<file path="src/rtl/core/srect_pkg.sv">
// Shared types, constants and helpers for the segment/rectangle hit test.
// Used by every stage module and the top level; no dependencies.
package srect_pkg;

    localparam int COORD_BITS    = 16;
    localparam int NUM_IN_FIELDS = 8;
    localparam int IN_TDATA_W    = ((NUM_IN_FIELDS * COORD_BITS + 7) / 8) * 8;
    localparam int OUT_TDATA_W   = 8;

    localparam int NUM_EDGES   = 4;
    // per edge: two orientations of the segment endpoints about the edge line,
    // then one orientation per rectangle corner about the segment line
    localparam int CORNER_BASE = 2 * NUM_EDGES;
    localparam int NUM_CORNERS = 4;
    localparam int NUM_ORIENT  = CORNER_BASE + NUM_CORNERS;

    // corner code: bit 1 picks max x, bit 0 picks max y
    localparam logic [1:0] CRN_LB = 2'b00;
    localparam logic [1:0] CRN_LT = 2'b01;
    localparam logic [1:0] CRN_RB = 2'b10;
    localparam logic [1:0] CRN_RT = 2'b11;

    // left, bottom, right, top edges
    localparam logic [1:0] EDGE_Q1 [NUM_EDGES] = '{CRN_LT, CRN_LB, CRN_RB, CRN_LT};
    localparam logic [1:0] EDGE_Q2 [NUM_EDGES] = '{CRN_LB, CRN_RB, CRN_RT, CRN_RT};

    typedef logic signed [COORD_BITS-1:0]     coord_t;
    typedef logic signed [COORD_BITS:0]       diff_t;
    typedef logic signed [2*COORD_BITS+1:0]   prod_t;

    typedef struct packed {
        diff_t dax;
        diff_t day;
        diff_t dbx;
        diff_t dby;
    } diff4_t;

    typedef struct packed {
        prod_t p;
        prod_t q;
    } prod2_t;

    typedef struct packed {
        logic pos;
        logic neg;
    } sgn_t;

    typedef struct packed {
        diff4_t [NUM_ORIENT-1:0] d;
        logic                    in_s;
        logic                    in_e;
    } prep_t;

    typedef struct packed {
        prod2_t [NUM_ORIENT-1:0] pr;
        logic                    in_s;
        logic                    in_e;
    } mult_t;

    typedef struct packed {
        sgn_t [NUM_ORIENT-1:0] s;
        logic                  in_s;
        logic                  in_e;
    } cmp_t;

    // operands of (a - t) x (b - t)
    function automatic diff4_t orient_diff(input coord_t ax, input coord_t ay,
                                           input coord_t bx, input coord_t by,
                                           input coord_t tx, input coord_t ty);
        diff4_t r;
        r.dax = diff_t'(ax) - diff_t'(tx);
        r.day = diff_t'(ay) - diff_t'(ty);
        r.dbx = diff_t'(bx) - diff_t'(tx);
        r.dby = diff_t'(by) - diff_t'(ty);
        return r;
    endfunction

    function automatic logic same_strict(input sgn_t a, input sgn_t b);
        return (a.pos & b.pos) | (a.neg & b.neg);
    endfunction

endpackage

</file>
<file path="src/rtl/core/srect_cmp.sv">
// Stage 3: reduces each product pair to an orientation sign (pos/neg/zero).
// Depends on srect_pkg.
module srect_cmp (
    input  logic             clk,
    input  logic             rst_n,
    input  logic             in_valid,
    output logic             in_ready,
    input  srect_pkg::mult_t in_data,
    output logic             out_valid,
    input  logic             out_ready,
    output srect_pkg::cmp_t  out_data
);
    import srect_pkg::*;

    logic valid_reg;
    cmp_t data_reg;
    cmp_t data_next;
    logic load;

    always_comb
    begin
        for (int i = 0; i < NUM_ORIENT; i++)
        begin
            data_next.s[i].pos = in_data.pr[i].p > in_data.pr[i].q;
            data_next.s[i].neg = in_data.pr[i].p < in_data.pr[i].q;
        end
        data_next.in_s = in_data.in_s;
        data_next.in_e = in_data.in_e;
    end

    assign in_ready  = !valid_reg || out_ready;
    assign load      = in_valid && in_ready;
    assign out_valid = valid_reg;
    assign out_data  = data_reg;

    always_ff @(posedge clk or negedge rst_n)
    begin
        if (!rst_n)
            valid_reg <= 1'b0;
        else if (in_ready)
            valid_reg <= in_valid;
    end

    always_ff @(posedge clk)
    begin
        if (load)
            data_reg <= data_next;
    end

endmodule
</file>
<file path="config.mk">
export PLATFORM = sky130hd
export DESIGN_NAME = srect_cmp
export DESIGN_NICKNAME = d
export VERILOG_FILES = /design/src/rtl/core/srect_pkg.sv /design/src/rtl/core/srect_cmp.sv
export SDC_FILE = /design/constraint.sdc
export NUM_CORES = 1
export LEC_CHECK = 0
export ABC_AREA = 1
export BUFFER_PORTS_ARGS = -buffer_cell sky130_fd_sc_hd__buf_4
export CORE_AREA = 2 2 330 332
export CTS_BUF_LIST = sky130_fd_sc_hd__clkbuf_4 sky130_fd_sc_hd__clkbuf_8
export DETAILED_ROUTE_END_ITERATION = 8
export DIE_AREA = 0 0 332 334
export SETUP_SLACK_MARGIN = 0.5
export SYNTH_ARGS = -nofsm -noshare
export SYNTH_HDL_FRONTEND = slang
export SYNTH_SLANG_ARGS = --single-unit
</file>
<file path="constraint.sdc">
create_clock -name clk -period 2.38 [get_ports clk]
set_input_delay 0.476 -clock clk [delete_from_list [all_inputs] [get_ports clk]]
set_output_delay 0.476 -clock clk [all_outputs]
set_load 0.02 [all_outputs]
</file>
==> results of run 1 <==
-- worst paths after layout --
check / startpoint / depth (start not counted) / to / slack (ns)
max in group asynchronous: rst_n / 2 / out_valid / 1.87
worst min-delay path: in_data[1] / 1 / out_data[1] / 0.31
worst max register to register: out_valid / 2 / out_data[20] / 1.16
worst min register to register: out_valid / 2 / out_valid / 0.62
worst max-delay path: in_data[613] / 14 / out_data[19] / 0.55
min in group asynchronous: rst_n / 2 / out_valid / 0.43
-- sequential cells by signal, indices dropped and copies added (netlist names) --
register   count
out_data      26
out_valid      1
-- critical path, stage by stage --
cell and delay [ns]:
buf_4 0.13, ha_1 0.39, buf_12 0.15, nand2_2 0.06, nor2_2 0.14, nand2_2 0.07, nor2_2 0.12, nand3_1 0.08
nand2_1 0.08, nor2_2 0.04, nand2_1 0.05, nand2_1 0.05, nand2_2 0.06, nor2_2 0.03
-- cells by family after synthesis --
| group | count (synthesis) |
|---|---|
| compound gates | 175 |
| buf+inv | 599 |
| flops | 27 |
| fa+ha+maj | 408 |
| simple gates | 914 |
-- cells in the mapped netlist --
library cell  count
a21oi_1         145
nor2_1          135
nor3_1           12
o21ai_0           3
a21boi_1          3
edfxtp_1         26
ha_1            408
nand3_1          57
and2_1           12
inv_1           599
dfrtp_1           1
a21o_1           24
nand2_1         602
nand2_2          48
nor2_2           48
-- report_power, final --
part           switching (mW)  internal (mW)  leakage [nW]  total, mW
Sequential             0.0244          0.586         0.258      0.611
Combinational            1.65           1.72          12.9       3.37
Clock                   0.251          0.134        0.0262      0.385
Total                    1.92           2.44          13.2       4.36
-- per-stage QoR --
step,power (mW),worst slack (ns),cells,hold slack [ns]
6_report,4.364,0.5544,4422,0.3118
5_1_grt,4.887,0.4257,4421,0.2679
4_1_cts,4.466,0.5129,4416,0.2647
3_5_place_dp,4.012,0.1149,4411,0.2532
3_3_place_gp,3.971,0.05561,4411,0.2516
2_1_floorplan,2.146,0.6040,2123,0.1804
-- layout make-up --
| class | instances | area, µm² |
|---|---|---|
| Clock buffer | 4 | 48.80 |
| Multi-Input combinational cell | 1497 | 9902 |
| Tap cell | 1414 | 1769 |
| Inverter | 599 | 2248 |
| Timing Repair Buffer | 875 | 6634 |
| Fill cell | 12360 | 86370 |
| Antenna cell | 6 | 15.01 |
| Sequential cell | 27 | 805.8 |
-- layer usage --
layer,up-vias,wire length (µm)
li1,8230,-
met2,598,34940
met1,6760,29580
met4,40,1100
met3,97,7124
met5,-,250
-- cell usage in the layout (no fill, tap or decap), drive strengths merged --
cell type and instances:
nand2 650, ha 408, dlygate4sd3 1, and2 12, nor2 183, dfrtp 1
nand3 57, inv 599, a21boi 3, clkbuf 4, o21ai 3, buf 874
diode 6, nor3 12, a21o 24, edfxtp 26, a21oi 145
-- what timing repair did --
item                       CTS  global route
hold endpoints to repair     1             0
setup buffers                0             0
gates resized for setup      0            18
setup endpoints to repair    0            10
hold buffers                 1             0
==> run summary, run 1 <==
CP Max Fanout: 3
DRT Pass-1 Iters: 6
Post-Synthesis Cells: 2,123
Synth-to-layout area growth: 66.20%
# nets final: 4,233
CTS Buf Count: 3
RSZ-0062 raised after global routing: yes
Vias per cell: 3.556
Slew margin rel.: 0.7400
Remaining antenna violation count after routing: 0
Setup TNS: 0 ns
Yosys top cell area share: 0.3960
Clock Skews: 0.01176 ns
Most Crowded Layer GR: met2
Wire length per cell: 16.51 µm
Required time of the critical path: 2.50 ns
Mapped Area: 0.01289 mm²
Final setup fails: 0
Total die area: 0.1109 mm²
Seq cells post-synth: 27
CTS tree: done
GRT Total Usage: 0.1256
CP arrival: 1.94 ns
Routed WL: 72,990 µm
H-tree lvl count: 1
Largest family of logic cells by synthesized area: adder cells
Die H: 334 µm
Met2 Use GR: 0.2203
Clock Pin Slew Worst Setup and Hold Paths: 0.15 ns
Post-synthesis adder-cell area fraction: 0.3960
Worst Tran Pin Value: 0.3900 ns
Final Max Tran Viols: 0
Top post-synthesis cells by area: ha_1 40%, nand2_1 18%, inv_1 17%
Final cycle utilization of the critical path: 0.7671
Synth Area in Simple Gates: 0.2938
Congestion Overflow GR: 0
Critical setup path kind: in -> reg
Deepest clock path buffer count: 2
Leakage Power: 13.19 nW
Design Area, Final: 0.02142 mm²
Placement-stage cell area: 0.02129 mm²
I/O Buffers: 849
Clock root cell: clkbuf_8
Crit path launch type: primary input
Post-Synth XOR/XNOR Area: 0
Synth Area in Compound Gates: 0.07319
Status: completed
Site Rows: 121
Hold Crit Class: in -> reg
Fmax: 0.5478 GHz
Largest net degree at the start of global routing: 27
Antenna violations before repair: 41
Vias in the first global route: 15,440
# IOs: 850
Core Region: 0.1078 mm²
Area leader, netlist: ha_1
Max-Cap Viols: 0
Cell variety after synth: 15
VDD IR-drop max: 0.0002064 V
GPL Wtd Cong: 0.9355
Clk_lat worst skew: 0.34 ns
Vias: 15,730
Die X: 332 µm
Share of cells above drive strength 1: 0.3301
Fin crit period: 1.826 ns
Synth Warn #: 0
Final hold vios: 0
Mapped Nets: 3,353
PwrDens: 203.7 mW/mm²
Clk sinks: 27
Initial Util: 0.1196
Post-Syn Area per Cell: 6.072 µm²
Hpwl dp: 69,560 µm
Post-synthesis mux area share: 0
Final Util: 0.1987
1st-iter DRT viols: 606
Met3 Resource Use GR: 0.04581
First-pass GRT wire length: 100,200 µm
CP Capture Type: flip-flop
DR DRC count: 0
GR Util met1: 0.1475
Seq/Total Area, Yosys: 0.06251
(Power assumes the default switching activity.)
==> inputs of run 2 (changes only) <==
Clock period 2.38 ns to 1.7 ns, I/O delays scaled along.
==> run 2 against run 1 <==
  * Combinational power is 120% higher
  * Power increased by 100%
  * Clock power increased by 43%
  * Utilization is 7.2 points higher
  * Sequential power grew 41%
  * First-iteration DRC count down 43%
  * Via count rose by 5.6%
  * Flip-flop and latch count is the same
==> run summary, run 2 (synthesis results as in run 1) <==
Status: completed (unchanged)
Deepest clock path buffer count: 2 (unchanged)
# IOs: 850 (unchanged)
Sw Ratio: 0.4381 (was 0.4411)
Slowest cell delay on critical path: 0.26 ns (was 0.39 ns)
PwrDens: 302.7 mW/mm² (was 203.7 mW/mm²)
First-pass GRT wire length: 102,400 µm (was 100,200 µm)
CTS Buf Count: 3 (unchanged)
Core Region: 0.1078 mm² (unchanged)
Worst R2R Setup Slack: 0.38 ns (was 1.16 ns)
Required time of the critical path: 1.82 ns (was 2.50 ns)
Clock Pin Slew Worst Setup and Hold Paths: 0.14 ns (was 0.15 ns)
Antenna violations before repair: 21 (was 41)
FF-to-FF path depth: 4 (was 2)
CP Max Fanout: 2 (was 3)
Max-Cap Viols: 0 (unchanged)
GRT Total Usage: 0.1246 (was 0.1256)
Hold path start: in_data[1] (unchanged)
Vias in the first global route: 17,060 (was 15,440)
Final setup fails: 0 (unchanged)
Routed WL: 74,690 µm (was 72,990 µm)
DR DRC count: 0 (unchanged)
Critical setup path kind: in -> reg (unchanged)
Final hold vios: 0 (unchanged)
Synth-to-layout area growth: 126.0% (was 66.20%)
Largest register FFs: 26 (unchanged)
R2R Path End: out_data[5] (was out_data[20])
1st-iter DRT viols: 348 (was 606)
Filler instances: 11,570 (was 12,360)
I/O Buffers: 849 (unchanged)
Site Rows: 121 (unchanged)
Die H: 334 µm (unchanged)
Min Hold Slack: 0.1753 ns (was 0.3118 ns)
CTS tree: done (unchanged)
Clk sinks: 27 (unchanged)
Largest net degree at the start of global routing: 15 (was 27)
Clock power frac: 0.062 (was 0.088)
Fin crit period: 1.570 ns
Leakage Power: 14.39 nW (was 13.19 nW)
Initial Util: 0.1196 (unchanged)
Wire length per cell: 16.43 µm (was 16.51 µm)
Power Internal: 4.955 mW (was 2.439 mW)
Hpwl dp: 65,610 µm (was 69,560 µm)
Die X: 332 µm (unchanged)
Combinational power share: 0.840 (was 0.772)
VDD IR-drop max: 0.0002926 V (was 0.0002064 V)
Hold path cells: 1 (unchanged)
Cell repeated most along the worst path: nor2_4 (was nor2_2)
Worst r2r src: out_valid (unchanged)
Worst Tran Pin Value: 0.3509 ns (was 0.3900 ns)
Remaining antenna violation count after routing: 0 (unchanged)
CP arrival: 1.69 ns (was 1.94 ns)
Total die area: 0.1109 mm² (unchanged)
Final Util: 0.2703 (was 0.1987)
Seq pwr share: 0.097 (was 0.140)
Slew margin rel.: 0.7655 (was 0.7400)
Commonest cells after routing, fill and taps aside: 818 x buf_4, 388 x nand2_1, 309 x inv_1 (was 869 x buf_4, 599 x inv_1, 598 x nand2_1)
Most common cell after layout, fill and taps aside: buf_4 (unchanged)
P_sw: 3.864 mW (was 1.925 mW)
WHS Endpoint: out_data[1] (unchanged)
RSZ-0062 raised after global routing: yes (unchanged)
Slowest-stage cell, CP: ha_4 (was ha_1)
Final Max Tran Viols: 0 (unchanged)
H-tree lvl count: 1 (unchanged)
Share of cells above drive strength 1: 0.6657 (was 0.3301)
DRT Pass-1 Iters: 4 (was 6)
GPL Wtd Cong: 0.9162 (was 0.9355)
Final cycle utilization of the critical path: 0.9235
Congestion Overflow GR: 0 (unchanged)
Critical path, cell by cell: buf_4, ha_4, nand2_4, nor2_4, buf_12, buf_6, nand2_4, nor2_4, nand3_2, nand2_2, nor2_4, nand2_1, nand2_1, nand2_2, nor2_2 (was buf_4, ha_1, buf_12, nand2_2, nor2_2, nand2_2, nor2_2, nand3_1, nand2_1, nor2_2, nand2_1, nand2_1, nand2_2, nor2_2)
Vias per cell: 3.654 (was 3.556)
Clock Skews: 0.01258 ns (was 0.01176 ns)
# nets final: 4,354 (was 4,233)
Hold Crit Class: in -> reg (unchanged)
Fmax: 0.6369 GHz
CP Capture Type: flip-flop (unchanged)
Clock root cell: clkbuf_8 (unchanged)
Vias: 16,610 (was 15,730)
Clk_lat worst skew: 0.34 ns (about the same)
Crit path launch type: primary input (unchanged)
[run 2: cell types whose count changed in the layout (fill, tap and decap cells not counted), sizes merged]
cell and change:
diode +4, clkbuf +1, buf +120
[run 2: layout make-up]
cell class / instances / area, µm² / share of cell area
clock buffer: 4 / 48.80 / 0.001675
timing repair buffer: 996 / 8342 / 0.2863
multi-input combinational: 1497 / 15670 / 0.5379
tap: 1414 / 1769 / 0.06072
antenna: 10 / 25.02 / 0.0008588
sequential: 27 / 807.0 / 0.02770
inverter: 599 / 2471 / 0.08481
[run 2: worst max-delay path by stage]
stage	start	endpoint	slack, ns	cells after the start
6_report	in_data[602]	out_data[19]	0.13	15
5_1_grt	in_data[557]	out_data[19]	0.08	15
4_1_cts	in_data[239]	out_data[9]	0.14	15
3_5_place_dp	in_data[219]	out_data[9]	-0.70	11
3_3_place_gp	in_data[571]	out_data[19]	-0.70	10
2_1_floorplan	in_data[637]	out_data[21]	0.11	13
[run 2: routing by layer]
metal / vias up / GRT usage / share of wire
met4: 20 / 0.04362 / 0.035
met3: 105 / 0.03589 / 0.087
met5: - / 0 / 0.0016
met2: 539 / 0.2194 / 0.49
met1: 7467 / 0.1430 / 0.38
li1: 8482 / - / -
[run 2: metrics by stage]
step	TNS, ns	setup slack [ns]	cells	area, µm²	power, mW
after floorplan	0	0.1135	2123	14620	3.341
after global placement	-7.196	-0.7028	4477	23600	6.234
after CTS	0	0.1352	4520	26910	8.123
final	0	0.1300	4547	29140	8.819
after global routing	0	0.07852	4546	29130	9.666
after detailed placement	-7.291	-0.7026	4477	23600	6.311
[run 2: worst max-delay path: cells and delay by family]
| family | cells | cell delay, ns |
|---|---|---|
| and+or+nand+nor | 11 | 0.69 |
| buffers and inverters | 3 | 0.36 |
| adders and majority gates | 1 | 0.26 |
[run 2: what timing repair did]
action                                  CTS  global route
pin swaps                               337           359
endpoints found under the hold margin     1             0
buffers inserted                         37            16
hold buffers                              1             0
gates resized for setup                 606           477
gates cloned                              1             1
endpoints found under the setup margin   62            78
[run 2: power by group through the flow]
stage          clock network, mW  registers [mW]  logic (mW)
3_3_place_gp                   0           0.864        5.37
4_1_cts                    0.648           0.861        6.61
3_5_place_dp                   0           0.863        5.45
5_1_grt                    0.649           0.866        8.15
2_1_floorplan                  0           0.932        2.41
6_report                   0.549           0.859        7.41
==> inputs of run 3 (changes only) <==
Settings changed: CTS_CLUSTER_SIZE set to 24, PLACE_DENSITY set to 0.31.
==> run 3 against run 2 <==
  * First-iteration DRC count decreased by 27%
  * Largest cell class unchanged
  * Register-to-register slack worse by 0.05 ns
  * Critical endpoint unchanged
  * Largest power group unchanged
  * Highest routed layer unchanged
  * Sequential power decreased by 0.5%
==> run summary, run 3 (synthesis results as in run 1) <==
Routed WL: 77,330 µm (was 74,690 µm)
GRT Total Usage: 0.1311 (was 0.1246)
CP Max Fanout: 2 (unchanged)
DRT Pass-1 Iters: 6 (was 4)
First-pass GRT wire length: 107,700 µm (was 102,400 µm)
Die X: 332 µm (unchanged)
Vias per cell: 3.596 (was 3.654)
Cells after DPL: 4,473 (was 4,477)
Clock Skews: 0.01089 ns (was 0.01258 ns)
Fmax: 0.6761 GHz (was 0.6369 GHz)
Antenna violations before repair: 16 (was 21)
Vias: 16,370 (was 16,610)
Critical setup path kind: in -> reg (unchanged)
# nets final: 4,357 (was 4,354)
Congestion Overflow GR: 0 (unchanged)
Hold Crit Class: in -> reg (unchanged)
CP arrival: 1.61 ns (was 1.69 ns)
Final hold vios: 0 (unchanged)
Share of cells above drive strength 1: 0.7131 (was 0.6657)
VDD IR-drop max: 0.0003553 V (was 0.0002926 V)
Commonest cells after routing, fill and taps aside: 783 x buf_4, 337 x ha_4, 333 x nand2_1 (was 818 x buf_4, 388 x nand2_1, 309 x inv_1)
Largest register FFs: 26 (unchanged)
Vias in the first global route: 17,430 (was 17,060)
# IOs: 850 (unchanged)
Hpwl dp: 69,670 µm (was 65,610 µm)
Initial Util: 0.1196 (unchanged)
Remaining antenna violation count after routing: 0 (unchanged)
Clk sinks: 27 (unchanged)
Required time of the critical path: 1.83 ns (was 1.82 ns)
Setup TNS: 0 ns (unchanged)
Synth-to-layout area growth: 133.5% (was 126.0%)
Wire length per cell: 16.99 µm (was 16.43 µm)
Filler instances: 11,900 (was 11,570)
Final setup margin: 0.2209 ns (was 0.1300 ns)
DR DRC count: 0 (unchanged)
Most common cell after layout, fill and taps aside: buf_4 (unchanged)
Pre-CTS setup slack: -0.4474 ns (was -0.7026 ns)
Final setup fails: 0 (unchanged)
CTS tree: done (unchanged)
Final Util: 0.2792 (was 0.2703)
Final Max Tran Viols: 0 (unchanged)
Site Rows: 121 (unchanged)
Final cycle utilization of the critical path: 0.8700 (was 0.9235)
Die H: 334 µm (unchanged)
PwrDens: 300.8 mW/mm² (was 302.7 mW/mm²)
CP Capture Type: flip-flop (unchanged)
1st-iter DRT viols: 255 (was 348)
Post-Layout Cell Count: 4,552 (was 4,547)
Fin crit period: 1.479 ns (was 1.570 ns)
Clock Pin Slew Worst Setup and Hold Paths: 0.16 ns (was 0.14 ns)
Total die area: 0.1109 mm² (unchanged)
Clk_lat worst skew: 0.35 ns (was 0.34 ns)
Worst Tran Pin Value: 0.2384 ns (was 0.3509 ns)
Slew margin rel.: 0.8399 (was 0.7655)
GPL Wtd Cong: 0.8118 (was 0.9162)
Power, Total: 9.053 mW (was 8.819 mW)
Status: completed (unchanged)
RSZ-0062 raised after global routing: yes (unchanged)
Core Region: 0.1078 mm² (unchanged)
Deepest clock path buffer count: 2 (unchanged)
Leakage Power: 14.60 nW (was 14.39 nW)
Largest net degree at the start of global routing: 27 (was 15)
Max-Cap Viols: 0 (unchanged)
I/O Buffers: 849 (unchanged)
Clock root cell: clkbuf_8 (unchanged)
CTS Buf Count: 3 (unchanged)
Crit path launch type: primary input (unchanged)
H-tree lvl count: 1 (unchanged)
run 3: cell types whose count changed in the layout (fill, tap and decap cells not counted), sizes merged:
cell and change:
buf +2, clkbuf +1, diode +2
run 3: metal layers:
| metal | part of all wire | vias to the layer above | track usage | wire length (µm) |
|---|---|---|---|---|
| met5 | 0.00053 | - | 0 | 41 |
| met4 | 0.012 | 6 | 0.02340 | 950 |
| met3 | 0.062 | 36 | 0.03398 | 4812 |
| met2 | 0.54 | 436 | 0.2509 | 41430 |
| met1 | 0.39 | 7406 | 0.1451 | 30100 |
| li1 | - | 8486 | - | - |
run 3: path summary, 6_finish.rpt:
path | start | to | slack [ns] | cells past startpoint
min reg2reg | out_valid | out_valid | 0.58 | 2
min | in_data[0] | out_data[0] | 0.16 | 1
max | in_data[593] | out_data[19] | 0.22 | 14
max reg2reg | out_valid | out_data[19] | 0.33 | 4
max in group asynchronous | rst_n | out_valid | 1.32 | 2
min in group asynchronous | rst_n | out_valid | 0.29 | 2
run 3: critical path, cell delays in order:
cell     delay, ns
buf_6         0.10
ha_4          0.28
nand2_4       0.06
nor2_4        0.16
buf_6         0.14
nand2_4       0.06
nor2_4        0.08
nand3_2       0.07
nand2_1       0.08
nor2_2        0.05
nand2_2       0.05
nand2_2       0.04
nand2_2       0.06
nor2_2        0.03
run 3: cell type report:
cell class                 instances  area (µm²)  area share
timing repair buffer             999        8417      0.2797
multi-input combinational       1497       16500      0.5484
tap                             1414        1769     0.05879
antenna                           12       30.03   0.0009979
sequential                        27       807.0     0.02682
clock buffer                       4       48.80    0.001622
inverter                         599        2516     0.08362
run 3: what timing repair did:
action,CTS,global route
hold buffers,1,0
gates cloned,0,3
buffers inserted,34,25
endpoints found under the setup margin,78,78
resized for setup,654,675
hold endpoints to repair,1,0
pin swaps,348,477
run 3: stage by stage:
| step | area, µm² | hold slack (ns) |
|---|---|---|
| 3_5_place_dp | 23450 | 0.1199 |
| 5_1_grt | 30080 | 0.1144 |
| 6_report | 30090 | 0.1611 |
| 3_3_place_gp | 23450 | 0.1168 |
| 2_1_floorplan | 14620 | 0.04441 |
| 4_1_cts | 26940 | 0.1144 |
run 3: power breakdown:
group / switching, mW / internal [mW] / total [mW]
clock: 0.400 / 0.188 / 0.588
sequential: 0.0331 / 0.822 / 0.855
combinational: 3.50 / 4.11 / 7.61
