$ cat src/rtl/core/srect_pkg.sv
// Shared types, constants and helpers for the segment/rectangle hit test.
// Used by every stage module and the top level; no dependencies.
package srect_pkg;

    localparam int COORD_BITS    = 16;
    localparam int NUM_IN_FIELDS = 8;
    localparam int IN_TDATA_W    = ((NUM_IN_FIELDS * COORD_BITS + 7) / 8) * 8;
    localparam int OUT_TDATA_W   = 8;

    localparam int NUM_EDGES   = 4;
    // per edge: two orientations of the segment endpoints about the edge line,
    // then one orientation per rectangle corner about the segment line
    localparam int CORNER_BASE = 2 * NUM_EDGES;
    localparam int NUM_CORNERS = 4;
    localparam int NUM_ORIENT  = CORNER_BASE + NUM_CORNERS;

    // corner code: bit 1 picks max x, bit 0 picks max y
    localparam logic [1:0] CRN_LB = 2'b00;
    localparam logic [1:0] CRN_LT = 2'b01;
    localparam logic [1:0] CRN_RB = 2'b10;
    localparam logic [1:0] CRN_RT = 2'b11;

    // left, bottom, right, top edges
    localparam logic [1:0] EDGE_Q1 [NUM_EDGES] = '{CRN_LT, CRN_LB, CRN_RB, CRN_LT};
    localparam logic [1:0] EDGE_Q2 [NUM_EDGES] = '{CRN_LB, CRN_RB, CRN_RT, CRN_RT};

    typedef logic signed [COORD_BITS-1:0]     coord_t;
    typedef logic signed [COORD_BITS:0]       diff_t;
    typedef logic signed [2*COORD_BITS+1:0]   prod_t;

    typedef struct packed {
        diff_t dax;
        diff_t day;
        diff_t dbx;
        diff_t dby;
    } diff4_t;

    typedef struct packed {
        prod_t p;
        prod_t q;
    } prod2_t;

    typedef struct packed {
        logic pos;
        logic neg;
    } sgn_t;

    typedef struct packed {
        diff4_t [NUM_ORIENT-1:0] d;
        logic                    in_s;
        logic                    in_e;
    } prep_t;

    typedef struct packed {
        prod2_t [NUM_ORIENT-1:0] pr;
        logic                    in_s;
        logic                    in_e;
    } mult_t;

    typedef struct packed {
        sgn_t [NUM_ORIENT-1:0] s;
        logic                  in_s;
        logic                  in_e;
    } cmp_t;

    // operands of (a - t) x (b - t)
    function automatic diff4_t orient_diff(input coord_t ax, input coord_t ay,
                                           input coord_t bx, input coord_t by,
                                           input coord_t tx, input coord_t ty);
        diff4_t r;
        r.dax = diff_t'(ax) - diff_t'(tx);
        r.day = diff_t'(ay) - diff_t'(ty);
        r.dbx = diff_t'(bx) - diff_t'(tx);
        r.dby = diff_t'(by) - diff_t'(ty);
        return r;
    endfunction

    function automatic logic same_strict(input sgn_t a, input sgn_t b);
        return (a.pos & b.pos) | (a.neg & b.neg);
    endfunction

endpackage

$ cat src/rtl/core/srect_prep.sv
// Stage 1: unpacks the input word, forms all cross-product operands and the
// endpoint containment flags. Depends on srect_pkg.
module srect_prep (
    input  logic                          clk,
    input  logic                          rst_n,
    input  logic                          in_valid,
    output logic                          in_ready,
    input  logic [srect_pkg::IN_TDATA_W-1:0] in_data,
    output logic                          out_valid,
    input  logic                          out_ready,
    output srect_pkg::prep_t              out_data
);
    import srect_pkg::*;

    coord_t sx, sy, ex, ey, x0, y0, x1, y1;
    coord_t cx [NUM_CORNERS];
    coord_t cy [NUM_CORNERS];
    logic   valid_reg;
    prep_t  data_reg;
    prep_t  data_next;
    logic   load;

    assign sx = coord_t'(in_data[0*COORD_BITS +: COORD_BITS]);
    assign sy = coord_t'(in_data[1*COORD_BITS +: COORD_BITS]);
    assign ex = coord_t'(in_data[2*COORD_BITS +: COORD_BITS]);
    assign ey = coord_t'(in_data[3*COORD_BITS +: COORD_BITS]);
    assign x0 = coord_t'(in_data[4*COORD_BITS +: COORD_BITS]);
    assign y0 = coord_t'(in_data[5*COORD_BITS +: COORD_BITS]);
    assign x1 = coord_t'(in_data[6*COORD_BITS +: COORD_BITS]);
    assign y1 = coord_t'(in_data[7*COORD_BITS +: COORD_BITS]);

    always_comb
    begin
        for (int c = 0; c < NUM_CORNERS; c++)
        begin
            cx[c] = (c >= 2) ? x1 : x0;
            cy[c] = (c % 2 == 1) ? y1 : y0;
        end
        for (int k = 0; k < NUM_EDGES; k++)
        begin
            data_next.d[2*k]   = orient_diff(cx[EDGE_Q1[k]], cy[EDGE_Q1[k]],
                                             cx[EDGE_Q2[k]], cy[EDGE_Q2[k]], sx, sy);
            data_next.d[2*k+1] = orient_diff(cx[EDGE_Q1[k]], cy[EDGE_Q1[k]],
                                             cx[EDGE_Q2[k]], cy[EDGE_Q2[k]], ex, ey);
        end
        for (int c = 0; c < NUM_CORNERS; c++)
        begin
            data_next.d[CORNER_BASE+c] = orient_diff(sx, sy, ex, ey, cx[c], cy[c]);
        end
        data_next.in_s = (sx >= x0) && (sx <= x1) && (sy >= y0) && (sy <= y1);
        data_next.in_e = (ex >= x0) && (ex <= x1) && (ey >= y0) && (ey <= y1);
    end

    assign in_ready  = !valid_reg || out_ready;
    assign load      = in_valid && in_ready;
    assign out_valid = valid_reg;
    assign out_data  = data_reg;

    always_ff @(posedge clk or negedge rst_n)
    begin
        if (!rst_n)
            valid_reg <= 1'b0;
        else if (in_ready)
            valid_reg <= in_valid;
    end

    always_ff @(posedge clk)
    begin
        if (load)
            data_reg <= data_next;
    end

endmodule

$ cat config.mk
export PLATFORM = sky130hd
export DESIGN_NAME = srect_prep
export DESIGN_NICKNAME = d
export VERILOG_FILES = /design/src/rtl/core/srect_pkg.sv /design/src/rtl/core/srect_prep.sv
export SDC_FILE = /design/constraint.sdc
export NUM_CORES = 1
export LEC_CHECK = 0
export ABC_AREA = 1
export BUFFER_PORTS_ARGS = -buffer_cell sky130_fd_sc_hd__buf_2
export CAP_MARGIN = 30
export CORE_AREA = 5 5 365 367
export DETAILED_ROUTE_END_ITERATION = 16
export DIE_AREA = 0 0 370 372
export HOLD_SLACK_MARGIN = 0.06
export SETUP_SLACK_MARGIN = 0.4
export SYNTH_ARGS = -nofsm -noshare
export SYNTH_HDL_FRONTEND = slang
export SYNTH_SLANG_ARGS = --single-unit
$ cat constraint.sdc
create_clock -name clk -period 19.34 [get_ports clk]
set_clock_uncertainty 0.1 [all_clocks]
set_input_delay 0 -clock clk [delete_from_list [all_inputs] [get_ports clk]]
set_output_delay 0 -clock clk [all_outputs]
set_load 0.02 [all_outputs]
==> impl_metrics.yaml, run 1 <==
status:
  status: "completed"
synthesis:
  synth.most_common_cell: "buf_4"
  ys_warn_count: 0
  ys_seq_area_share_pct: 31.4
  yosys.area.top_type: "edfxtp_1"
  synth_seq_cells: 267
  syn_inst: 2986
  syn_nets: 3398
  synth_area_um2: 25500
  ys_top_cells_by_count: "buf_4 (573), nand2_1 (383), inv_1 (364)"
  synth_edf_count: 266
  synthArstFlopShare_pct: 0.375
  synth_cell_types: 48
  synthTopCellsByArea: "edfxtp_1 (31%), buf_4 (17%), ha_1 (13%)"
  synth.top_cell.area_share_pct: 31.3
  postSynthAreaPerCell_um2: 8.54
  synth_ff_type: "edfxtp_1"
sta:
  tns_ns: 0
  min_period_ns: 2.65
  drv_slew: 0
  relSlewSlack_pct: 37.6
  min_period_over_period_pct: 13.7
  rsz0062_at_grt: "no"
  max_freq_ghz: 0.378
  max_slew.worst_pin.slew_ns: 0.937
  hold_violations: 0
  finalSetupViolations: 0
floorplanning:
  dieHeight_um: 372
  die_area_um2: 138000
  placementRows: 132
  die-width_um: 370
  core_um2: 129000
  start_util_pct: 19.7
  ioPinCount: 952
routing:
  antenna_left: 0
  routed_wl_um: 125000
  via_per_inst: 4.15
  post_drt_wl_per_cell_um: 24.1
  first_pass_iters: 6
  remaining_drc_errors: 0
  drtIter0Drc: 1378
  via_count: 21486
global_routing:
  grt_busiest_layer: "met2"
  grt-ovfl-total: 0
  antenna_found_initial: 35
  use_met1_pct: 18.5
  grt_pass1_wl_um: 164000
  grt_max_degree: 129
  met3_usage_pct: 2.53
  gr-usage-met2_pct: 33.8
  grt_pass1_vias: 21303
  track_usage_pct: 16.9
clocking:
  clkLatencyLatePin_ns: 0.56
  post_cts_buffers: 0
  path_clk_slew_ns: 0.06
  htree_levels: 2
  numClockSinks: 267
  numCtsBuffers: 34
  cts_tree: "built"
  root_buffer: "clkbuf_16"
  cts_max_path_buffers: 3
job:
  drv_cap: 0
cells_and_area:
  num-nets-final: 3822
  instances_no_fill: 5182
  num-fill-cells: 14315
  drive_above_1_share_pct: 31.3
  fin_util_pct: 23.0
  synthToLayoutAreaGrowth_pct: 16.5
place:
  gp_congestion: 0.962
  io_buffers: 951
  dp.final_hpwl_um: 108000
  place_inst: 5050
pwr:
  power_mw: 2.51
  irDropWorstVdd_mv: 0.0635
  p_per_area_nw_per_um2: 84.5
  leakagePower_nw: 14.6
worst_setup_path:
  worst_ep_arrival_time_ns: 2.85
  startpoint_type: "primary input"
  critical_path_class: "primary input to flop"
  crit_path_end_kind: "flop"
  cp.required_ns: 19.55
  cp_max_fo: 5
min_path:
  min_path_type: "primary input to flop"
stage by stage:
step                cell area [um^2]  hold slack [ns]  worst slack [ns]
finish                         29700           0.0778             16.69
global route                   29700           0.0714             16.56
CTS                            29700           0.0606             16.65
detailed placement             27900           -0.324             16.71
global placement               27900           -0.323             16.77
floorplan                      25500           -0.396              4.99
repair_timing:
action,CTS,global route
hold buffers,66,0
endpoints found under the hold margin,114,0
gates resized for setup,0,0
cells by family after synthesis:
group | count (synthesis) | synth area share, %
xor gates and xnor gates | 238 | 8.17
AOI/OAI and AO/OA | 498 | 11.3
adders and majority gates | 280 | 14.2
buffers and inverters | 1007 | 23.6
DFF | 267 | 31.4
and+or+nand+nor | 696 | 11.2
final timing paths:
path                                    from       endpoint  slack (ns)  depth (start not counted)
worst max-delay path              in_data[1]  out_data[817]       16.69                         11
worst min-delay path            in_data[117]  out_data[789]        0.08                          3
worst max register to register     out_valid  out_data[227]       16.81                          3
worst min register to register     out_valid  out_data[724]        0.90                          2
max in group asynchronous              rst_n      out_valid       18.85                          3
min in group asynchronous              rst_n      out_valid        0.19                          3
worst max-delay path: stages:
cell and delay, ns:
dlygate4sd3_1 0.57, buf_2 0.23, inv_1 0.20, fa_1 0.54, o21ai_1 0.25, nand2_1 0.08, nand2_1 0.17, nand2_1 0.07
o2111ai_1 0.09, xor2_1 0.10, dlygate4sd3_1 0.56
layout make-up:
class,count,area [um^2],share of cell area [%]
Multi-Input combinational cell,1712,11500,38.6
Sequential cell,267,8010,27.0
Timing Repair Buffer,1020,5460,18.4
Tap cell,1742,2180,7.34
Inverter,375,1410,4.75
Clock buffer,39,933,3.14
Clock inverter,21,226,0.762
Antenna cell,6,15.0,0.0505
metal layers:
metal / vias to the layer above / part of all wire [%]
met4: 24 / 2.7
met1: 10339 / 37
met5: - / 0.15
met2: 1017 / 54
met3: 142 / 5.8
li1: 9964 / -
placed cells by master (no fill, tap or decap), drive strengths merged, types with 26 or more instances in the layout:
| cell type | netlist | routed |
|---|---|---|
| buf | 601 | 954 |
| clkbuf | 31 | 39 |
| edfxtp | 266 | 266 |
| xor2 | 210 | 210 |
| nand2 | 397 | 397 |
| nor2 | 201 | 201 |
| ha | 264 | 264 |
| dlygate4sd3 | 0 | 66 |
| xnor2 | 28 | 28 |
| o21ai | 165 | 165 |
| a21o | 26 | 26 |
| o21bai | 40 | 40 |
| inv | 374 | 375 |
| a21oi | 215 | 215 |
| nand3 | 64 | 64 |
state kept, by name (all words and copies together), names as in the netlist:
signal     flops
out_data     266
out_valid      1
report_power, final:
group	leakage, nW	internal [mW]	total (mW)	switching, mW
clock network	0.550	0.401	0.680	0.278
registers	2.55	0.744	0.845	0.101
logic	11.5	0.291	0.987	0.697
Note: power is estimated with default switching activity, not from simulation.
==> run 2, diff against run 1 <==
--- a/config.mk
+++ b/config.mk
@@ -8,9 +8,9 @@
 export ABC_AREA = 1
 export BUFFER_PORTS_ARGS = -buffer_cell sky130_fd_sc_hd__buf_2
 export CAP_MARGIN = 30
-export CORE_AREA = 5 5 365 367
+export CORE_AREA = 5 5 363 365
 export DETAILED_ROUTE_END_ITERATION = 16
-export DIE_AREA = 0 0 370 372
+export DIE_AREA = 0 0 368 370
 export HOLD_SLACK_MARGIN = 0.06
 export SETUP_SLACK_MARGIN = 0.4
 export SYNTH_ARGS = -nofsm -noshare
==> constraint.sdc (replaced) <==
create_clock -name clk -period 2.2 [get_ports clk]
set_clock_uncertainty 0.1 [all_clocks]
set_input_delay 0 -clock clk [delete_from_list [all_inputs] [get_ports clk]]
set_output_delay 0 -clock clk [all_outputs]
set_load 0.02 [all_outputs]
==> run 2 against run 1 <==
Effect of this change:
- non-clock buffer count is 327 higher
- register-to-register slack worse by 16 ns
- flip-flop and latch count stayed put
- setup slack got worse by 16 ns
- first-iteration DRC count increased by 3.8%
- clock-buffer cell count is 3 higher
- largest power group unchanged
- total power rose to 9.2 times the previous value
- wire length increased by 1.1%
- critical path depth up 1
- clock power increased to 8.8 times the previous value
==> impl_metrics.yaml, run 2 (synthesized netlist as in run 1, its figures left out) <==
clocking:
  cts_max_path_buffers: 3
  root_buffer: "clkbuf_16"
  htree_levels: 2
  numCtsBuffers: 36
  cts_tree: "built"
  path_clk_slew_ns: 0.06
  numClockSinks: 267
  clkLatencyLatePin_ns: 0.58
floorplanning:
  ioPinCount: 952
  start_util_pct: 19.9
  core_um2: 128000
  die-width_um: 368
  placementRows: 132
  die_area_um2: 136000
  dieHeight_um: 370
cells_and_area:
  final_area_um2: 32400
  num-fill-cells: 14146
  most-common-layout-cells: "buf_2 (950), nand2_1 (381), inv_1 (363)"
  synthToLayoutAreaGrowth_pct: 26.8
  fin_util_pct: 25.2
  num-nets-final: 4151
  drive_above_1_share_pct: 36.8
  largest_register_ffs: 266
  final_common_cell: "buf_2"
routing:
  post_drt_wl_per_cell_um: 23.1
  first_pass_iters: 5
  remaining_drc_errors: 0
  antenna_left: 0
  via_per_inst: 4.14
  via_count: 22573
  routed_wl_um: 126000
  drtIter0Drc: 1431
pwr:
  leakagePower_nw: 16.2
  p_per_area_nw_per_um2: 712
  irDropWorstVdd_mv: 0.423
worst_setup_path:
  cp_common_cell: "nand2_1"
  cp_max_fo: 4
  path_cells: "buf_2, dlygate4sd3_1, ha_2, nand2_1, inv_1, nand2_1, nor2_1, a21oi_1, nand2_1, buf_4, nand3_1, nor2_1"
  critical_path_class: "primary input to flop"
  worst_ep_arrival_time_ns: 2.17
  cpPeakStageDelay_ns: 0.56
  crit_slowest_cell: "dlygate4sd3_1"
  r2r_start: "out_valid"
  crit_path_end_kind: "flop"
  startpoint_type: "primary input"
  cp.required_ns: 2.54
  crit_start: "in_data[108]"
min_path:
  min_path_type: "primary input to flop"
  min-delay-start: "in_data[115]"
sta:
  max_freq_ghz: 0.547
  hold_violations: 0
  min_period_ns: 1.83
  tns_ns: 0
  hold_ws_ns: 0.0941
  min_period_over_period_pct: 83.0
  setup_slack_ns: 0.373
  finalSetupViolations: 0
  drv_slew: 0
  rsz0062_at_grt: "yes"
  relSlewSlack_pct: 56.2
  max_slew.worst_pin.slew_ns: 0.657
global_routing:
  grt_pass1_wl_um: 169000
  grt_max_degree: 85
  grt_pass1_vias: 22532
  grt-ovfl-total: 0
  track_usage_pct: 17.5
  antenna_found_initial: 31
status:
  status: "completed"
job:
  drv_cap: 0
place:
  gp_congestion: 0.970
  dp.final_hpwl_um: 110000
  pre_cts_slack_ns: -0.197
  io_buffers: 951
  place_area_um2: 30000
[run 2: changes by cell type in the layout (fill, tap and decap cells not counted), moves of 3 or more]
cell,before,now
a21oi_1,206,200
a21oi_2,8,14
buf_12,1,8
buf_4,2,286
clkbuf_1,2,5
diode_2,6,10
dlygate4sd3_1,66,99
ha_1,264,259
ha_2,0,3
inv_6,1,4
[run 2: per-layer routing]
metal / GRT usage (%) / vias to the layer above / wire [um]
li1: - / 10623 / -
met2: 34.7 / 1010 / 68400
met5: 0 / - / 91
met3: 2.39 / 162 / 6500
met1: 19.3 / 10764 / 47500
met4: 4.52 / 14 / 3650
[run 2: path summary, 6_finish.rpt]
check	endpoint	slack, ns	cells after the start
max reg2reg	out_data[156]	0.50	3
min	out_data[753]	0.09	4
min reg2reg	out_data[787]	0.73	2
max in group asynchronous	out_valid	1.75	3
min in group asynchronous	out_valid	0.14	3
max	out_data[1]	0.37	12
[run 2: final cells by class]
cell class	instances	area [um^2]	share of cell area (%)
tap	1675	2100	6.48
clock buffer	42	945	2.92
clock inverter	22	215	0.665
inverter	375	1410	4.37
multi-input combinational	1712	11500	35.7
timing repair buffer	1347	8100	25.0
sequential	267	8010	24.8
antenna	10	25.0	0.0774
[run 2: power by group]
| part | internal [mW] | leakage, nW | switching, mW |
|---|---|---|---|
| clock | 3.45 | 0.555 | 2.52 |
| sequential | 6.54 | 2.54 | 0.794 |
| combinational | 3.38 | 13.1 | 6.37 |
[run 2: worst max-delay path: cells and delay by family]
kind	cells	cell delay [ns]
buffers and inverters	4	0.97
AND/OR/NAND/NOR	6	0.69
adder cells (fa/ha/maj)	1	0.38
AO/OA/AOI/OAI	1	0.12
[run 2: stage by stage]
step / total power [mW] / instances
5_1_grt: 24.2 / 5440
4_1_cts: 23.5 / 5439
2_1_floorplan: 13.7 / 2986
3_5_place_dp: 17.0 / 5270
3_3_place_gp: 17.0 / 5270
6_report: 23.0 / 5450
[run 2: timing repair]
item / CTS / global route
hold buffers: 100 / 1
hold endpoints to repair: 135 / 1
endpoints found under the setup margin: 16 / 20
buffers inserted: 5 / 0
resized for setup: 0 / 23
==> run 3, diff against run 2 <==
--- a/config.mk
+++ b/config.mk
@@ -5,12 +5,12 @@
 export SDC_FILE = /design/constraint.sdc
 export NUM_CORES = 1
 export LEC_CHECK = 0
-export ABC_AREA = 1
+export ABC_AREA = 0
 export BUFFER_PORTS_ARGS = -buffer_cell sky130_fd_sc_hd__buf_2
 export CAP_MARGIN = 30
-export CORE_AREA = 5 5 363 365
+export CORE_AREA = 5 5 362 364
 export DETAILED_ROUTE_END_ITERATION = 16
-export DIE_AREA = 0 0 368 370
+export DIE_AREA = 0 0 367 369
 export HOLD_SLACK_MARGIN = 0.06
 export SETUP_SLACK_MARGIN = 0.4
 export SYNTH_ARGS = -nofsm -noshare
==> constraint.sdc (replaced) <==
create_clock -name clk -period 1.5 [get_ports clk]
set_clock_uncertainty 0.1 [all_clocks]
set_input_delay 0 -clock clk [delete_from_list [all_inputs] [get_ports clk]]
set_output_delay 0 -clock clk [all_outputs]
set_load 0.02 [all_outputs]
==> run 3 against run 2 <==
Effect of this change:
- the flow now finishes with violations (negative hold slack, negative setup slack)
- setup slack got worse by 0.76 ns
- sequential share of layout area decreased by 6.4 points
- register-to-register slack lost 0.75 ns
- hold slack got worse by 0.33 ns
- total power up 69%
- cell count is 9.2% higher
- clock-buffer cell count did not move
- critical path type unchanged
==> impl_metrics.yaml, run 3 <==
status:
  status: "finished, violations left"
  violations: "negative hold slack, negative setup slack"
routing:
  antenna_left: 0
  first_pass_iters: 7
  remaining_drc_errors: 0
  post_drt_wl_per_cell_um: 22.7
  drtIter0Drc: 1137
  via_per_inst: 4.26
  via_count: 25369
  routed_wl_um: 135000
cells_and_area:
  regArea_um2: 8010
  final_common_cell: "buf_4"
  most-common-layout-cells: "buf_4 (852), buf_2 (839), edfxtp_1 (266)"
  fin_util_pct: 34.3
  synthToLayoutAreaGrowth_pct: 71.1
  num-nets-final: 4656
  drive_above_1_share_pct: 59.9
  largest_register_ffs: 266
  num-fill-cells: 12925
  multiInputGateArea_um2: 15100
worst_setup_path:
  critical_path_class: "primary input to flop"
  path_cells: "buf_8, clkinvlp_4, ha_4, buf_6, nor2b_4, o21ai_2, nand2b_1, a21oi_2, buf_6, o21ai_2, buf_4, o211ai_1, nor4_2"
  cpPeakStageDelay_ns: 0.55
  crit_path_end_kind: "flop"
  cp_max_fo: 3
  ff2ff_setup_slack_ns: -0.25
  cp.required_ns: 1.71
  worst_ep_arrival_time_ns: 2.09
  startpoint_type: "primary input"
  crit_slowest_cell: "o211ai_1"
synthesis:
  syn_nets: 3195
  yosys.area.top_type: "edfxtp_1"
  ys_warn_count: 0
  synthTopCellsByArea: "edfxtp_1 (31%), buf_4 (16%), ha_1 (13%)"
  synth.most_common_cell: "buf_4"
  synth_edf_count: 266
  synth_seq_cells: 267
  synth_cell_types: 88
  postSynthAreaPerCell_um2: 9.16
  ys_seq_area_share_pct: 31.4
  synthArstFlopShare_pct: 0.375
  synth_ff_type: "edfxtp_1"
  synth_area_um2: 25500
  synth.top_cell.area_share_pct: 31.3
  syn_inst: 2783
  ys_top_cells_by_count: "buf_4 (552), edfxtp_1 (266), ha_1 (264)"
clocking:
  path_clk_slew_ns: 0.06
  cts_tree: "built"
  numClockSinks: 267
  root_buffer: "clkbuf_16"
  clkLatencyLatePin_ns: 0.60
  cts_max_path_buffers: 3
  htree_levels: 2
  numCtsBuffers: 37
global_routing:
  met3_usage_pct: 3.80
  gr-usage-met2_pct: 35.8
  grt-ovfl-total: 0
  grt_busiest_layer: "met2"
  use_met1_pct: 20.6
  grt_max_degree: 35
  antenna_found_initial: 40
  track_usage_pct: 18.5
  grt_pass1_wl_um: 182000
  grt_pass1_vias: 25564
sta:
  setup_slack_ns: -0.383
  relSlewSlack_pct: 55.9
  hold_violations: 20
  min_period_over_period_pct: 126
  rsz0062_at_grt: "yes"
  finalSetupViolations: 360
  min_period_ns: 1.88
  drv_slew: 0
  max_freq_ghz: 0.531
  max_slew.worst_pin.slew_ns: 0.659
  hold_ws_ns: -0.236
floorplanning:
  placementRows: 131
  die-width_um: 367
  core_um2: 127000
  ioPinCount: 952
  dieHeight_um: 369
  die_area_um2: 135000
  start_util_pct: 20.1
pwr:
  leakagePower_nw: 20.1
  p_per_area_nw_per_um2: 892
  irDropWorstVdd_mv: 0.677
  power_mw: 38.9
place:
  gp_congestion: 0.923
  dp.final_hpwl_um: 112000
  io_buffers: 951
job:
  drv_cap: 0
min_path:
  min_path_type: "primary input to flop"
[run 3: cell types whose count changed after synthesis, moves of 27 or more]
| cell | previous run | this run |
|---|---|---|
| inv_1 | 364 | 217 |
| nand2_1 | 383 | 95 |
| o21a_1 | 4 | 37 |
| nor3_1 | 13 | 56 |
| clkbuf_1 | 0 | 77 |
| clkbuf_2 | 31 | 2 |
| nand2b_1 | 0 | 35 |
| xnor2_1 | 28 | 119 |
| nor2_1 | 196 | 169 |
| nor2b_1 | 0 | 52 |
| o21ai_1 | 50 | 9 |
| xor2_1 | 210 | 49 |
[run 3: area by class of cell]
class / count / area share [%]
well taps: 1662 / 4.77
repair buffers: 2075 / 36.9
flip-flops and latches: 267 / 18.4
diodes: 17 / 0.0976
multi-input cells: 1644 / 34.7
clock buffers: 42 / 2.26
clock inverters: 26 / 0.505
inverters: 219 / 2.44
[run 3: timing repair]
action,4_1_cts,5_1_grt
resized for setup,441,399
pin swaps,186,163
hold endpoints to repair,153,64
setup endpoints to repair,1289,1301
gates cloned,12,19
hold buffers,63,7
buffers inserted,102,84
[run 3: power breakdown]
| group | internal, mW | switching [mW] | leakage, nW |
|---|---|---|---|
| combinational | 8.83 | 10.6 | 17.0 |
| clock | 5.27 | 3.73 | 0.587 |
| sequential | 9.50 | 0.968 | 2.54 |
| total | 23.6 | 15.3 | 20.1 |
[run 3: critical path: cells and delay by family]
family,cells,cell delay (ns)
simple gates,3,0.36
fa+ha+maj,1,0.23
compound gates,4,0.90
buf+inv,5,0.59
[run 3: layer usage]
| metal | vias up | share of wire, % |
|---|---|---|
| met4 | 14 | 2.6 |
| met5 | - | 0.067 |
| met3 | 156 | 6.3 |
| met1 | 12223 | 38 |
| li1 | 12059 | - |
| met2 | 917 | 53 |
[run 3: logic make-up after synthesis]
| group | Yosys count | synth area share, % |
|---|---|---|
| and+or+nand+nor | 575 | 11.2 |
| DFF | 267 | 31.4 |
| adders and majority gates | 280 | 14.2 |
| xor gates and xnor gates | 168 | 5.77 |
| muxes | 16 | 0.653 |
| AOI/OAI and AO/OA | 605 | 15.5 |
| buffers and inverters | 872 | 21.2 |
[run 3: through the flow]
stage	TNS [ns]	worst slack, ns	cells	instance area, um^2
after global routing	-66.16	-0.438	5938	43600
after floorplan	-438.45	-1.50	2783	27100
after detailed placement	-160.25	-1.24	5582	35600
after CTS	-42.99	-0.318	5827	40600
final	-48.57	-0.383	5952	43600
after global placement	-157.74	-1.42	5581	35600
[run 3: worst paths after layout]
path                            start             to  depth (start not counted)
max in group asynchronous       rst_n      out_valid                          3
hold reg to reg             out_valid      out_valid                          4
min in group asynchronous       rst_n      out_valid                          3
setup / recovery           in_data[1]    out_data[1]                         13
hold / removal              out_ready      out_valid                          5
setup reg to reg            out_valid  out_data[216]                          8
